### config.mk
export PLATFORM = sky130hd
export DESIGN_NAME = line_position_estimator
export DESIGN_NICKNAME = d
export VERILOG_FILES = /design/src/rtl/lpe_pkg.sv /design/src/rtl/line_position_estimator.sv /design/src/rtl/lpe_front.sv /design/src/rtl/lpe_queue.sv /design/src/rtl/lpe_back.sv
export SDC_FILE = /design/constraint.sdc
export NUM_CORES = 1
export LEC_CHECK = 0
export ABC_AREA = 1
export BUFFER_PORTS_ARGS = -buffer_cell sky130_fd_sc_hd__buf_2
export CORE_ASPECT_RATIO = 0.8
export CORE_MARGIN = 2
export CORE_UTILIZATION = 50
export CTS_CLUSTER_SIZE = 20
export DETAILED_ROUTE_END_ITERATION = 10
export PLACE_DENSITY = 0.79
export RECOVER_POWER = 50
export SLEW_MARGIN = 25
export SYNTH_ARGS = -nofsm -noshare
export SYNTH_HDL_FRONTEND = slang
export SYNTH_SLANG_ARGS = --single-unit
export TNS_END_PERCENT = 1
### constraint.sdc
create_clock -name clk -period 10.9 [get_ports clk]
set_input_delay 2.18 -clock clk [delete_from_list [all_inputs] [get_ports clk]]
set_output_delay 2.18 -clock clk [all_outputs]
set_load 0.02 [all_outputs]
### src/rtl/lpe_pkg.sv
`timescale 1ns / 1ps
package lpe_pkg;

  localparam int SENSORS    = 7;
  localparam int PLAIN_TIED = 4;
  localparam int SUM_W      = 14;
  localparam int MAG_W      = 13;
  localparam int ERR_W      = 13;
  localparam int CNT_W      = 3;

  // Divider: radix-16 restoring division, four quotient bits per cycle.
  localparam int BITS_PER_STEP = 4;
  localparam int DIV_STEPS     = 4;
  localparam int STEP_W        = $clog2(DIV_STEPS);
  localparam int QUO_W         = BITS_PER_STEP * DIV_STEPS;

  localparam int QDEPTH = 2;
  localparam int QPTR_W = $clog2(QDEPTH);

  localparam logic [SENSORS-1:0] PAIR_BITS  = 7'h30;
  localparam logic [SENSORS-1:0] RIGHT_BIT  = 7'h40;
  localparam logic [SENSORS-1:0] SENSOR_ALL = 7'h7F;

  localparam logic signed [SUM_W-1:0] PAIR_WEIGHT  = 14'sd1500;
  localparam logic signed [SUM_W-1:0] RIGHT_WEIGHT = 14'sd3000;

  localparam logic signed [SUM_W-1:0] POS_WEIGHT [SENSORS] = '{
    -14'sd3000, -14'sd2000, -14'sd1000, 14'sd0, 14'sd1000, 14'sd2000, 14'sd3000
  };

  localparam logic [0:0] REG_BLACK_IS_HIGH  = 1'b0;
  localparam logic [0:0] REG_TIED_PAIR_MODE = 1'b1;

  typedef struct packed {
    logic [SENSORS-1:0] mask;
    logic [CNT_W-1:0]   count;
    logic               neg;
    logic [MAG_W-1:0]   mag;
  } lpe_item_t;

endpackage

### src/rtl/line_position_estimator.sv
`timescale 1ns / 1ps
// Line position estimator for a row of seven digital line sensors.
// Input channel: drive raw_bits and raise push; a word is taken at an edge where
// push is high and full is low. Result channel: while empty is low the oldest
// result sits on line_mask, hit_count, line_seen and position_error, and
// it is taken at an edge where pop is high.
// The front end votes each sample against the last two, corrects polarity and
// forms the weighted sum and count in the accepting cycle, then queues the word
// (two entries). The back end divides the sum by the count in a radix-16
// divider and skips the division when no sensor is active; the queue lets the
// front end accept new words while the divider still works on an earlier one.
// Configuration: cfg_we with cfg_index 0 (black_is_high) or 1 (tied_pair_mode)
// and cfg_data; write it only while the block is idle.
// Reset clears the history ring, the held error, the queue and the result valid
// flag, and sets both configuration bits to one. When the receiver stalls,
// the result stays put, the back end waits with one finished word and the front
// queue fills; full then rises.
module line_position_estimator (
  input  logic                              clk,
  input  logic                              rst,
  input  logic                              push,
  output logic                              full,
  input  logic [lpe_pkg::SENSORS-1:0]       raw_bits,
  output logic                              empty,
  input  logic                              pop,
  output logic [lpe_pkg::SENSORS-1:0]       line_mask,
  output logic [lpe_pkg::CNT_W-1:0]         hit_count,
  output logic                              line_seen,
  output logic signed [lpe_pkg::ERR_W-1:0]  position_error,
  input  logic                              cfg_we,
  input  logic [0:0]                        cfg_index,
  input  logic [0:0]                        cfg_data
);
  import lpe_pkg::*;

  logic      black_is_high;
  logic      tied_pair_mode;
  logic      q_push;
  logic      q_take;
  logic      q_full;
  logic      q_empty;
  logic      out_valid;
  lpe_item_t front_item;
  lpe_item_t queue_item;

  always_ff @(posedge clk) begin
    if (rst) begin
      black_is_high  <= 1'b1;
      tied_pair_mode <= 1'b1;
    end else if (cfg_we) begin
      unique case (cfg_index)
        REG_BLACK_IS_HIGH:  black_is_high  <= cfg_data[0];
        REG_TIED_PAIR_MODE: tied_pair_mode <= cfg_data[0];
        default: ;
      endcase
    end
  end

  assign full  = q_full;
  assign empty = !out_valid;

  lpe_front u_front (
    .clk            (clk),
    .rst            (rst),
    .push           (push),
    .q_full         (q_full),
    .raw_bits       (raw_bits),
    .black_is_high  (black_is_high),
    .tied_pair_mode (tied_pair_mode),
    .q_push         (q_push),
    .item           (front_item)
  );

  lpe_queue u_queue (
    .clk     (clk),
    .rst     (rst),
    .wr      (q_push),
    .wr_data (front_item),
    .q_full  (q_full),
    .rd      (q_take),
    .rd_data (queue_item),
    .q_empty (q_empty)
  );

  lpe_back u_back (
    .clk            (clk),
    .rst            (rst),
    .q_data         (queue_item),
    .q_empty        (q_empty),
    .q_take         (q_take),
    .pop            (pop),
    .out_valid      (out_valid),
    .line_mask      (line_mask),
    .hit_count      (hit_count),
    .line_seen      (line_seen),
    .position_error (position_error)
  );

  // The seen flag must agree with the count it was derived from.
  a_seen_matches_count: assert property (@(posedge clk) disable iff (rst)
    !empty |-> (line_seen == (hit_count != '0)))
    else $error("line_seen disagrees with hit_count");

  // The back end must never draw a word from an empty queue.
  a_no_take_when_empty: assert property (@(posedge clk) disable iff (rst)
    q_take |-> !q_empty)
    else $error("back end took from an empty queue");

  // A stalled result must stay in place until it is taken.
  a_result_holds: assert property (@(posedge clk) disable iff (rst)
    (!empty && !pop) |=> (!empty && $stable(position_error) && $stable(line_mask)))
    else $error("waiting result changed before it was taken");

endmodule

### src/rtl/lpe_front.sv
`timescale 1ns / 1ps
module lpe_front (
  input  logic                          clk,
  input  logic                          rst,
  input  logic                          push,
  input  logic                          q_full,
  input  logic [lpe_pkg::SENSORS-1:0]   raw_bits,
  input  logic                          black_is_high,
  input  logic                          tied_pair_mode,
  output logic                          q_push,
  output lpe_pkg::lpe_item_t            item
);
  import lpe_pkg::*;

  logic [SENSORS-1:0] hist [3];
  logic [SENSORS-1:0] hist_next [3];
  logic [1:0]         write_slot;
  logic [1:0]         slot;
  logic               history_primed;
  logic [SENSORS-1:0] vote;
  logic [SENSORS-1:0] mask;
  logic signed [SUM_W-1:0] sum;
  logic signed [SUM_W-1:0] sum_abs;
  logic [CNT_W-1:0]   cnt;

  assign q_push = push && !q_full;

  // An out-of-range slot is treated as slot 0.
  assign slot = (write_slot == 2'd3) ? 2'd0 : write_slot;

  always_comb begin
    for (int i = 0; i < 3; i++) begin
      if (!history_primed || slot == 2'(i)) begin
        hist_next[i] = raw_bits;
      end else begin
        hist_next[i] = hist[i];
      end
    end
  end

  assign vote = (hist_next[0] & hist_next[1]) | (hist_next[0] & hist_next[2]) |
                (hist_next[1] & hist_next[2]);
  assign mask = black_is_high ? vote : (~vote & SENSOR_ALL);

  always_comb begin
    sum = '0;
    cnt = '0;
    for (int i = 0; i < SENSORS; i++) begin
      if (mask[i] && (!tied_pair_mode || i < PLAIN_TIED)) begin
        sum = sum + POS_WEIGHT[i];
        cnt = cnt + 1'b1;
      end
    end
    if (tied_pair_mode) begin
      if ((mask & PAIR_BITS) != '0) begin
        sum = sum + PAIR_WEIGHT;
        cnt = cnt + 1'b1;
      end
      if ((mask & RIGHT_BIT) != '0) begin
        sum = sum + RIGHT_WEIGHT;
        cnt = cnt + 1'b1;
      end
    end
  end

  assign sum_abs = sum[SUM_W-1] ? -sum : sum;

  always_comb begin
    item.mask  = mask;
    item.count = cnt;
    item.neg   = sum[SUM_W-1];
    item.mag   = sum_abs[MAG_W-1:0];
  end

  always_ff @(posedge clk) begin
    if (rst) begin
      history_primed <= 1'b0;
      write_slot     <= 2'd0;
      for (int i = 0; i < 3; i++) begin
        hist[i] <= '0;
      end
    end else if (q_push) begin
      for (int i = 0; i < 3; i++) begin
        hist[i] <= hist_next[i];
      end
      // The first sample after reset fills the whole ring and leaves the slot alone.
      if (!history_primed) begin
        history_primed <= 1'b1;
      end else begin
        write_slot <= (slot == 2'd2) ? 2'd0 : slot + 2'd1;
      end
    end
  end

endmodule

### src/rtl/lpe_queue.sv
`timescale 1ns / 1ps
module lpe_queue (
  input  logic                clk,
  input  logic                rst,
  input  logic                wr,
  input  lpe_pkg::lpe_item_t  wr_data,
  output logic                q_full,
  input  logic                rd,
  output lpe_pkg::lpe_item_t  rd_data,
  output logic                q_empty
);
  import lpe_pkg::*;

  lpe_item_t          store [QDEPTH];
  logic [QPTR_W-1:0]  wr_ptr;
  logic [QPTR_W-1:0]  rd_ptr;
  logic [QPTR_W:0]    fill;
  logic               do_wr;
  logic               do_rd;

  assign q_full  = (fill == (QPTR_W+1)'(QDEPTH));
  assign q_empty = (fill == '0);
  assign do_wr   = wr && !q_full;
  assign do_rd   = rd && !q_empty;
  assign rd_data = store[rd_ptr];

  always_ff @(posedge clk) begin
    if (rst) begin
      wr_ptr <= '0;
      rd_ptr <= '0;
      fill   <= '0;
    end else begin
      if (do_wr) begin
        store[wr_ptr] <= wr_data;
        wr_ptr        <= (wr_ptr == QPTR_W'(QDEPTH-1)) ? '0 : wr_ptr + 1'b1;
      end
      if (do_rd) begin
        rd_ptr <= (rd_ptr == QPTR_W'(QDEPTH-1)) ? '0 : rd_ptr + 1'b1;
      end
      if (do_wr && !do_rd) begin
        fill <= fill + 1'b1;
      end else if (do_rd && !do_wr) begin
        fill <= fill - 1'b1;
      end
    end
  end

endmodule

### src/rtl/lpe_back.sv
`timescale 1ns / 1ps
module lpe_back (
  input  logic                              clk,
  input  logic                              rst,
  input  lpe_pkg::lpe_item_t                q_data,
  input  logic                              q_empty,
  output logic                              q_take,
  input  logic                              pop,
  output logic                              out_valid,
  output logic [lpe_pkg::SENSORS-1:0]       line_mask,
  output logic [lpe_pkg::CNT_W-1:0]         hit_count,
  output logic                              line_seen,
  output logic signed [lpe_pkg::ERR_W-1:0]  position_error
);
  import lpe_pkg::*;

  localparam logic [1:0] ST_IDLE = 2'd0;
  localparam logic [1:0] ST_DIV  = 2'd1;
  localparam logic [1:0] ST_DONE = 2'd2;

  logic [1:0]              state;
  logic [STEP_W-1:0]       step;
  lpe_item_t               cur;
  logic [QUO_W-1:0]        quo;
  logic [CNT_W-1:0]        rem;
  logic [QUO_W-1:0]        quo_step;
  logic [CNT_W-1:0]        rem_step;
  logic [CNT_W:0]          trial;
  logic [QUO_W-1:0]        quo_final;
  logic signed [ERR_W-1:0] quo_s;
  logic signed [ERR_W-1:0] result_err;
  logic signed [ERR_W-1:0] last_error;
  logic                    finishing;
  logic                    retire;

  // Four restoring-division steps; the remainder stays below the count.
  always_comb begin
    rem_step = rem;
    quo_step = quo;
    trial    = '0;
    for (int k = 0; k < BITS_PER_STEP; k++) begin
      trial    = {rem_step, quo_step[QUO_W-1]};
      quo_step = {quo_step[QUO_W-2:0], 1'b0};
      if (trial >= {1'b0, cur.count}) begin
        trial       = trial - {1'b0, cur.count};
        quo_step[0] = 1'b1;
      end
      rem_step = trial[CNT_W-1:0];
    end
  end

  assign finishing = (state == ST_DIV && step == STEP_W'(DIV_STEPS-1)) || state == ST_DONE;
  assign retire    = finishing && (!out_valid || pop);
  assign q_take    = !q_empty && (state == ST_IDLE || retire);

  assign quo_final  = (state == ST_DONE) ? quo : quo_step;
  assign quo_s      = signed'(quo_final[ERR_W-1:0]);
  assign result_err = (cur.count == '0) ? last_error : (cur.neg ? -quo_s : quo_s);

  always_ff @(posedge clk) begin
    if (rst) begin
      state      <= ST_IDLE;
      step       <= '0;
      out_valid  <= 1'b0;
      last_error <= '0;
    end else begin
      if (retire) begin
        out_valid      <= 1'b1;
        line_mask      <= cur.mask;
        hit_count      <= cur.count;
        line_seen      <= (cur.count != '0);
        position_error <= result_err;
        if (cur.count != '0) begin
          last_error <= result_err;
        end
      end else if (pop) begin
        out_valid <= 1'b0;
      end

      if (q_take) begin
        cur   <= q_data;
        quo   <= {(QUO_W-MAG_W)'(0), q_data.mag};
        rem   <= '0;
        step  <= '0;
        // With no active position there is nothing to divide.
        state <= (q_data.count == '0) ? ST_DONE : ST_DIV;
      end else if (retire) begin
        state <= ST_IDLE;
      end else if (state == ST_DIV) begin
        quo  <= quo_step;
        rem  <= rem_step;
        step <= step + 1'b1;
        if (step == STEP_W'(DIV_STEPS-1)) begin
          state <= ST_DONE;
        end
      end
    end
  end

endmodule

==> reports/qor.txt <==
Fmax achieved: 134 MHz
CP max stage delay: 460 ps
prevailing post-synth register cell: edfxtp_1
layout cell share with drive strength beyond 1: 9.64%
worst hold-check path type: reg2reg
antenna violations before repair: 0
row count: 44
total of flip-flops plus latches after synthesis: 147
Initial Utilization: 51.4%
Post-synth EDFFs: 119
fin area: 10300 sq um
Setup crit start kind: register
number of nets in the layout: 1272
post-synth cell types: 50
Data required, critical path: 11160 ps
antenna cells: 0
status: finished, violations left
Synth top area share: 38.0%
final wirelength: 20100 um
endpoints failing setup: 0
Reg clk slew, reported paths: 70 ps
Worst Clk Skew: 19.0 ps
Clk Latency, worst-skew pair: 430 ps
fraction of registers with async set/reset: 0%
slowest stage cell, crit path: fa_1
CTS Root Cell: clkbuf_16
Die Y-Extent: 127 um
DR pass1 iterations: 5
Mapped Area: 9400 sq um
maximum clock insertion buffer count: 2
GP Congestion: 0.884
cts hold-fix bufs: 0
first-pass GRT wire length: 34200 um
Post-CTS Resized: 0
Die ar.: 19900 sq um
Yosys top cell by area: edfxtp_1
failing checks: capacitance limit, slew limit
CTS tree: built
RSZ-0062 raised after global routing: false
largest net degree at the start of global routing: 33
Most Frequent Cell on Critical Path: inv_1
Final ANT Viol Nets: 0
Sum Neg Setup Slack: 0 ps
Setup crit end kind: register
CP arrival: 7750 ps
CTS Sinks: 147
vias in the first global route: 7165
Area contributors post-synth: edfxtp_1, nand2_1, inv_1, dfxtp_1, nand3_1
PortBufs: 39
Mapped Nets: 1236
Syn Inst Count: 1185
CP Class: reg2reg
I/O pins: 40
syn_area_per_cell: 7.93 sq um
# fillers: 1645
core outline area: 18300 sq um
Layout area overhead: 9.48%
commonest non-fill, non-tap cells in the layout: nand2_1, inv_1, edfxtp_1
GRT Total Usage: 21.3%
Seq/Total Area, Yosys: 44.0%
Layout Cells excl Fill: 1487
width of the die: 157 um
Worst-Margin Slew: 1980 ps
Final Critical Period: 7490 ps
Yosys Warn Count: 0
max_cap viols: 2
placed cells: 1455
period utilization: 68.7%
via total after detailed routing: 7756
drt initial violations: 682
Worst slew margin: -32.6%
WHS: 408 ps
commonest non-fill, non-tap cell in the layout: nand2_1
Final Hold Viols: 0
# DRC: 0
Slew Viols, Final: 58
clock buffer count from CTS: 17
Placed Instance Area: 9830 sq um
crit-path max FO: 8
# H-tree levels: 4
Congestion Overflow GR: 0
DP HPWL: 14900 um
Via density: 5.22
post-CTS setup buffers: 0
Avg WL per Cell: 13.5 um
cells in the mapped netlist (all sizes together), types with 2 or more instances:
library cell	number
a21oi	28
a221oi	2
a31oi	2
buf	11
clkbuf	19
clkinv	3
dfxtp	28
edfxtp	119
fa	4
ha	33
inv	163
mux2	8
mux2i	4
nand2	389
nand3	108
nand3b	5
nand4	6
nor2	81
nor3	4
o211ai	11
o21a	3
o21ai	94
or2	6
xnor2	6
xor2	39
cells by family (layout without fill, tap and decap cells):
family / after synthesis / in the layout / synth area share [%]
buf+inv: 196 / 245 / 8.36
simple gates: 599 / 599 / 27.8
xor+xnor: 45 / 45 / 4.27
fa+ha+maj: 38 / 38 / 5.35
mux: 12 / 12 / 1.38
flops: 147 / 147 / 44.0
compound gates: 148 / 148 / 8.80
through the flow:
stage                     setup WS [ps]  util [%]
after global placement             3660      53.7
after floorplan                    4250         -
after global routing               2630      56.3
final                              3410      56.3
after CTS                          3480      56.7
after detailed placement           3550      53.8
final cells by class:
class                           count  area (sq um)  share of cell area [%]
Inverter                          166           626                    6.08
Clock inverter                     12          95.1                   0.924
Multi-Input combinational cell    842          4470                    43.4
Sequential cell                   147          4130                    40.2
Clock buffer                       20           447                    4.34
Tap cell                          253           317                    3.08
Timing Repair Buffer               47           201                    1.96
state kept, by name, summed over array words and instances, names as in the netlist, 2 cells and up, named ones only:
name                   flops
u_back.rem                 3
u_queue.store             44
u_front.write_slot         2
u_front.hist              21
u_back.hit_count           3
u_back.last_error         13
u_back.step                2
u_back.position_error     13
u_back.cur                11
u_back.state               2
u_back.quo                16
u_back.line_mask           7
u_queue.fill               2
worst paths after layout:
kind	cells past startpoint	slack, ps	from	endpoint
hold / removal	0	410	u_back.cur[19]	u_back.line_mask[2]
setup reg to reg	42	3410	u_back.cur[15]	u_back.position_error[12]
setup / recovery	42	3410	u_back.cur[15]	u_back.position_error[12]
hold reg to reg	0	410	u_back.cur[19]	u_back.line_mask[2]
worst max-delay path, delay by kind of cell (launching register included):
| family | cells | cell delay (ps) |
|---|---|---|
| AOI/OAI and AO/OA | 12 | 2050 |
| xor gates and xnor gates | 1 | 260 |
| adders and majority gates | 5 | 1640 |
| buffers and inverters | 9 | 1150 |
| DFF | 1 | 450 |
| and+or+nand+nor | 15 | 1750 |
routing by layer:
| metal | routed length, um | global-route usage [%] |
|---|---|---|
| met5 | 0 | 0 |
| met4 | 303 | 6.04 |
| met3 | 1150 | 3.31 |
| met2 | 8690 | 32.8 |
| met1 | 9970 | 31.2 |
Power is not shown: default switching activity piles up to over one toggle a cycle in this logic, so the estimate is an artifact.
